File: src/design/gcbhm_pkg.sv
// shared types, codes and constants of the grouped control-byte hash map
package gcbhm_pkg;

  // default sizing of the table
  localparam int DEF_CAPACITY  = 256;
  localparam int DEF_KEY_WIDTH = 32;

  // slots per probe group, and the lane index width inside a group
  localparam int GROUP_SLOTS = 4;
  localparam int LANE_W      = 2;

  // hash layout: low bits carry the tag, the rest the home position
  localparam int HASH_W = 64;
  localparam int TAG_W  = 7;
  localparam int HOME_W = HASH_W - TAG_W;

  // control byte values
  localparam int          CTRL_W        = 8;
  localparam int          CTRL_FREE_BIT = 7;
  localparam logic [7:0]  CTRL_EMPTY    = 8'hFF;
  localparam logic [7:0]  CTRL_DELETED  = 8'h80;

  // operation codes
  typedef logic [1:0] kind_t;
  localparam kind_t KIND_INSERT = 2'd0;
  localparam kind_t KIND_FIND   = 2'd1;
  localparam kind_t KIND_DELETE = 2'd2;
  localparam kind_t KIND_UNUSED = 2'd3;

  // result status codes
  typedef logic [1:0] status_t;
  localparam status_t ST_FOUND    = 2'd0;
  localparam status_t ST_INSERTED = 2'd1;
  localparam status_t ST_DELETED  = 2'd2;
  localparam status_t ST_ABSENT   = 2'd3;

  typedef logic [LANE_W-1:0] lane_t;

  // outcome of comparing one group of slots
  typedef struct packed {
    logic  hit;
    lane_t hit_lane;
    logic  free;
    lane_t free_lane;
  } probe_t;

endpackage

File: src/design/gcbhm_grp_cmp.sv
// tag, key and free-slot compare over one group of four slots
module gcbhm_grp_cmp #(
  parameter int KEY_WIDTH = gcbhm_pkg::DEF_KEY_WIDTH
) (
  input  logic [gcbhm_pkg::GROUP_SLOTS*gcbhm_pkg::CTRL_W-1:0] ctrl_row,
  input  logic [gcbhm_pkg::GROUP_SLOTS*KEY_WIDTH-1:0]         key_row,
  input  logic [gcbhm_pkg::TAG_W-1:0]                         tag,
  input  logic [KEY_WIDTH-1:0]                                key,
  output gcbhm_pkg::probe_t                                   probe
);
  import gcbhm_pkg::*;

  // lanes are independent; walking from the top lane down leaves the lowest match
  always_comb begin
    probe = '0;
    for (int j = GROUP_SLOTS - 1; j >= 0; j--) begin
      if (ctrl_row[j*CTRL_W +: CTRL_W] == {1'b0, tag} &&
          key_row[j*KEY_WIDTH +: KEY_WIDTH] == key) begin
        probe.hit      = 1'b1;
        probe.hit_lane = LANE_W'(j);
      end
      if (ctrl_row[j*CTRL_W + CTRL_FREE_BIT]) begin
        probe.free      = 1'b1;
        probe.free_lane = LANE_W'(j);
      end
    end
  end

endmodule

File: config.mk
export PLATFORM = sky130hd
export DESIGN_NAME = gcbhm_grp_cmp
export DESIGN_NICKNAME = d
export VERILOG_FILES = /design/src/design/gcbhm_pkg.sv /design/src/design/gcbhm_grp_cmp.sv
export SDC_FILE = /design/constraint.sdc
export NUM_CORES = 1
export LEC_CHECK = 0
export BUFFER_PORTS_ARGS = -buffer_cell sky130_fd_sc_hd__buf_4
export CAP_MARGIN = 20
export CORE_AREA = 2 2 80 82
export DETAILED_ROUTE_END_ITERATION = 8
export DIE_AREA = 0 0 82 84
export PLACE_DENSITY = 0.75
export SYNTH_ARGS = -nofsm -noshare
export SYNTH_HDL_FRONTEND = slang
export SYNTH_SLANG_ARGS = --single-unit
File: constraint.sdc
create_clock -name vclk -period 2.4
set_input_delay 0.48 -clock vclk [all_inputs]
set_output_delay 0.48 -clock vclk [all_outputs]
set_load 0.02 [all_outputs]
==> impl_metrics.env, run 1 <==
export IMPL_seqCellArea_sq_um=0
export IMPL_synth_largest_area_cell="xor2_1"
export IMPL_maxSlewHeadroom_pct=73.6
export IMPL_final_setup_worst_slack_ns=-0.135
export IMPL_io_buffers=205
export IMPL_n_fill_cell=501
export IMPL_io_pins=205
export IMPL_vias_per_cell=4.75
export IMPL_wl_per_cell_um=17.7
export IMPL_grt_pass1_wl_um=13800
export IMPL_grt_pass1_vias=2796
export IMPL_seq_power_share_pct=0
export IMPL_whs_ns=1.26
export IMPL_synth_area_mux_share_pct=0
export IMPL_core_area_sq_um=6100
export IMPL_initial_core_util_pct=29.9
export IMPL_synth_area_per_cell_sq_um=8.25
export IMPL_grt_start_max_net_pins=5
export IMPL_seq_cells=0
export IMPL_crit_type="primary input to output port"
export IMPL_crit_arrival_ns=2.05
export IMPL_synth_top_family_by_area="XOR/XNOR gates"
export IMPL_final_nets=664
export IMPL_synthCells=221
export IMPL_mappedNetlistArea_sq_um=1820
export IMPL_die_area_sq_um=6890
export IMPL_drive_above_1_share_pct=60.9
export IMPL_hold_path_class="primary input to output port"
export IMPL_drt_iter0_markers=51
export IMPL_placed_cell_area_sq_um=3750
export IMPL_grt_overflow=0
export IMPL_area_growth_synth_to_final_pct=127
export IMPL_cap_violations=0
export IMPL_rsz0062_at_grt="true"
export IMPL_p_clk_share_pct=0
export IMPL_power_leakage_uw=0.00199
export IMPL_netSwitchingFraction_pct=41.2
export IMPL_synth_cell_types=17
export IMPL_final_cells=540
export IMPL_fp_dieH_um=84
export IMPL_clock_fmax_mhz=394
export IMPL_synthesis_nets=420
export IMPL_layout_commonest_cell="buf_4"
export IMPL_ys_top_cells_by_area="xor2_1, xnor2_1, nor4_1"
export IMPL_rows=29
export IMPL_routed_wirelength_um=9570
export IMPL_nClkBuffers=0
export IMPL_drtAntennaViolNets=0
export IMPL_period_share_pct=106
export IMPL_num_vias=2564
export IMPL_yosysWarningCount=0
export IMPL_p_sw_uw=299
export IMPL_antenna_cells=0
export IMPL_pwr_share_comb_pct=100.0
export IMPL_synth_seq_area_share_pct=0
export IMPL_finalHoldViolations=0
export IMPL_internal_power_uw=427
export IMPL_synthAdderAreaFrac_pct=0
export IMPL_cp_max_fo=3
export IMPL_critPathCaptureType="output port"
export IMPL_synthXorXnorAreaFrac_pct=74.9
export IMPL_slew_violations=0
export IMPL_period_minus_slack_ns=2.53
export IMPL_worstMarginPinSlew_ns=0.394
export IMPL_setup_viol=3
export IMPL_grt_usage_pct=26.4
export IMPL_hpwlAfterDp_um=8280
export IMPL_design_area_sq_um=4150
export IMPL_yosys_area_share_simple_pct=24.3
export IMPL_routabilityCongestion=0.826
export IMPL_cp_required_ns=1.92
export IMPL_dieWidth_um=82
export IMPL_antenna_found_initial=0
export IMPL_first_pass_iters=4
export IMPL_peakVddDrop_mv=0.119
export IMPL_ctsHoldBuffers=0
export IMPL_place_inst=540
export IMPL_violations="negative setup slack"
export IMPL_synth_top_area_share_pct=53.8
export IMPL_power_density_nw_per_um2=175
export IMPL_drc=0
export IMPL_final_cell_mix="buf_4, xor2_1, xnor2_1, buf_6, nand4_1"
export IMPL_synth_compound_area_share_pct=0.549
export IMPL_startpoint_type="primary input"
export IMPL_status="finished with violations"
==> critical path, cell delays in order <==
cell and delay (ns):
buf_6 0.10, xor2_2 0.17, nor4_2 0.33, buf_4 0.16, nand4_1 0.13, nor4_4 0.25, buf_4 0.17, nor2_1 0.05
nand2_1 0.08, buf_6 0.12
==> metal layers <==
layer  global-route usage [%]  up-vias  wire [um]
met1                     28.1     1164       3420
li1                         -     1254          -
met3                     4.22       10        821
met5                        0        -          0
met4                     4.70        0         86
met2                     52.6      136       5240
==> cell type report <==
type               count  area [sq um]  area share (%)
inverters              1          3.75          0.0905
multi-input cells    220          2100            50.5
well taps             77          96.3            2.32
repair buffers       242          1950            47.0
==> power groups by stage <==
stage / clock network [uW] / registers [uW] / logic, uW
CTS: 0 / 0 / 707
floorplan: 0 / 0 / 217
detailed placement: 0 / 0 / 645
global placement: 0 / 0 / 635
global route: 0 / 0 / 776
finish: 0 / 0 / 726
==> cells by family after synthesis <==
family | count (synthesis)
compound gates | 2
xor+xnor | 156
buf+inv | 1
simple gates | 62
==> final timing paths <==
check	endpoint	start	cells past startpoint	slack, ns
worst min-delay path	probe[0]	ctrl_row[7]	3	1.26
worst max-delay path	probe[5]	key_row[14]	10	-0.13
==> what timing repair did <==
action	4_1_cts	5_1_grt
setup buffers	0	0
resized for setup	56	15
setup endpoints to repair	3	3
hold endpoints to repair	0	0
pin swaps	31	4
==> cells in the mapped netlist, drive strengths merged <==
cell and count:
nor3 2, inv 1, or4 3, nor2 5, nor4 31, xor2 112, xnor2 44, nand2 2
nor2b 1, nand4 18, a21oi 2
==> stage by stage <==
step | setup WS [ns] | util, % | TNS, ns | total power [uW]
floorplan | 0.0751 | - | 0 | 217
global placement | -0.311 | 61.5 | -0.882 | 635
detailed placement | -0.256 | 61.5 | -0.742 | 645
CTS | -0.140 | 66.6 | -0.342 | 707
global route | -0.233 | 68.0 | -0.633 | 776
finish | -0.135 | 68.0 | -0.360 | 726
Power figures use the tool's default switching activity.
==> run 2: changes to the inputs <==
--- a/config.mk
+++ b/config.mk
@@ -6,11 +6,9 @@
 export NUM_CORES = 1
 export LEC_CHECK = 0
 export BUFFER_PORTS_ARGS = -buffer_cell sky130_fd_sc_hd__buf_4
-export CAP_MARGIN = 20
-export CORE_AREA = 2 2 80 82
+export CORE_UTILIZATION = 30
 export DETAILED_ROUTE_END_ITERATION = 8
-export DIE_AREA = 0 0 82 84
-export PLACE_DENSITY = 0.75
+export PLACE_DENSITY = 0.74
 export SYNTH_ARGS = -nofsm -noshare
 export SYNTH_HDL_FRONTEND = slang
 export SYNTH_SLANG_ARGS = --single-unit
==> impl_metrics.env, run 2 (same netlist as run 1, synthesis figures left out) <==
export IMPL_io_buffers=205
export IMPL_drtAntennaViolNets=0
export IMPL_cp_max_fo=2
export IMPL_p_clk_share_pct=0
export IMPL_final_setup_worst_slack_ns=-0.213
export IMPL_pwr_share_comb_pct=100.0
export IMPL_grt_overflow=0
export IMPL_hold_path_class="primary input to output port"
export IMPL_ctsHoldBuffers=0
export IMPL_drc=0
export IMPL_clock_fmax_mhz=383
export IMPL_power_leakage_uw=0.00195
export IMPL_slew_violations=0
export IMPL_seqCellArea_sq_um=0
export IMPL_period_share_pct=109
export IMPL_drive_above_1_share_pct=59.1
export IMPL_worstMarginPinSlew_ns=0.361
export IMPL_cp_required_ns=1.92
export IMPL_utilization_pct=67.9
export IMPL_area_growth_synth_to_final_pct=119
export IMPL_io_pins=205
export IMPL_die_area_sq_um=6400
export IMPL_vias_per_cell=4.74
export IMPL_dieWidth_um=80.0
export IMPL_status="finished with violations"
export IMPL_initial_core_util_pct=31.0
export IMPL_min_from="ctrl_row[7]"
export IMPL_maxSlewHeadroom_pct=75.7
export IMPL_whs_ns=1.26
export IMPL_internal_power_uw=410
export IMPL_p_sw_uw=287
export IMPL_violations="negative setup slack"
export IMPL_wl_per_cell_um=17.0
export IMPL_min_path_cells=3
export IMPL_antenna_cells=0
export IMPL_crit_arrival_ns=2.13
export IMPL_num_vias=2603
export IMPL_grt_pass1_vias=2656
export IMPL_nClkBuffers=0
export IMPL_finalHoldViolations=0
export IMPL_layout_commonest_cell="buf_4"
export IMPL_grt_pass1_wl_um=12800
export IMPL_first_pass_iters=5
export IMPL_fp_dieH_um=80.0
export IMPL_grt_usage_pct=26.7
export IMPL_routabilityCongestion=0.855
export IMPL_seq_cells=0
export IMPL_hpwlAfterDp_um=8140
export IMPL_netSwitchingFraction_pct=41.1
export IMPL_antenna_found_initial=0
export IMPL_final_nets=675
export IMPL_final_cells=549
export IMPL_critPathCaptureType="output port"
export IMPL_peakVddDrop_mv=0.103
export IMPL_cap_violations=0
export IMPL_grt_start_max_net_pins=5
export IMPL_place_inst=546
export IMPL_rsz0062_at_grt="true"
export IMPL_rows=28
export IMPL_period_minus_slack_ns=2.61
export IMPL_startpoint_type="primary input"
export IMPL_core_area_sq_um=5890
export IMPL_routed_wirelength_um=9350
export IMPL_hold_path_end="probe[0]"
export IMPL_seq_power_share_pct=0
export IMPL_final_cell_mix="buf_4, xor2_1, xnor2_1, nor4_1, nand4_1"
export IMPL_crit_type="primary input to output port"
export IMPL_power_density_nw_per_um2=174
export IMPL_setup_viol=3
export IMPL_drt_iter0_markers=41
[run 2: final cells by class]
type | count | area, sq um
fill | 516 | 1890
inverter | 1 | 3.75
multi-input combinational | 220 | 1960
tap | 75 | 93.8
timing repair buffer | 253 | 1940
[run 2: worst max-delay path: stages]
cell	delay (ns)
buf_4	0.12
xor2_2	0.17
nor4_2	0.32
buf_4	0.18
nand4_4	0.10
nor4_4	0.36
nor2b_4	0.07
nor3_2	0.16
buf_4	0.17
[run 2: metrics by stage]
stage,cell area [sq um],setup slack (ns),setup TNS (ns),power [uW]
6_report,4000,-0.213,-0.539,697
5_1_grt,4000,-0.288,-0.793,745
4_1_cts,3860,-0.228,-0.628,669
3_5_place_dp,3790,-0.291,-0.765,653
3_3_place_gp,3790,-0.325,-0.914,644
2_1_floorplan,1820,0.0751,0,217
[run 2: worst max path at each step]
stage / startpoint / depth (start not counted) / slack (ns) / end
2_1_floorplan: key[21] / 5 / 0.08 / probe[4]
3_3_place_gp: key[11] / 10 / -0.33 / probe[4]
3_5_place_dp: key[14] / 11 / -0.29 / probe[5]
4_1_cts: key[7] / 11 / -0.23 / probe[5]
5_1_grt: key_row[112] / 9 / -0.29 / probe[4]
6_report: key_row[112] / 9 / -0.21 / probe[4]
[run 2: repair_timing]
item                       4_1_cts  5_1_grt
setup endpoints to repair        3        3
pin swaps                       10       19
cloned                           0        0
gates resized for setup         11       20
buffers inserted                 1        2
[run 2: routing by layer]
metal  GRT usage [%]  share of wire (%)  up-vias
li1                -                  -     1274
met1            29.1                 36     1156
met2            50.8                 52      151
met3            5.26                8.8       22
met4            8.93                2.9        0
met5               0                  0        -
[run 2: power by group through the flow]
stage	logic [uW]	registers (uW)	clock network, uW
6_report	697	0	0
3_5_place_dp	653	0	0
5_1_grt	745	0	0
2_1_floorplan	217	0	0
3_3_place_gp	644	0	0
4_1_cts	669	0	0
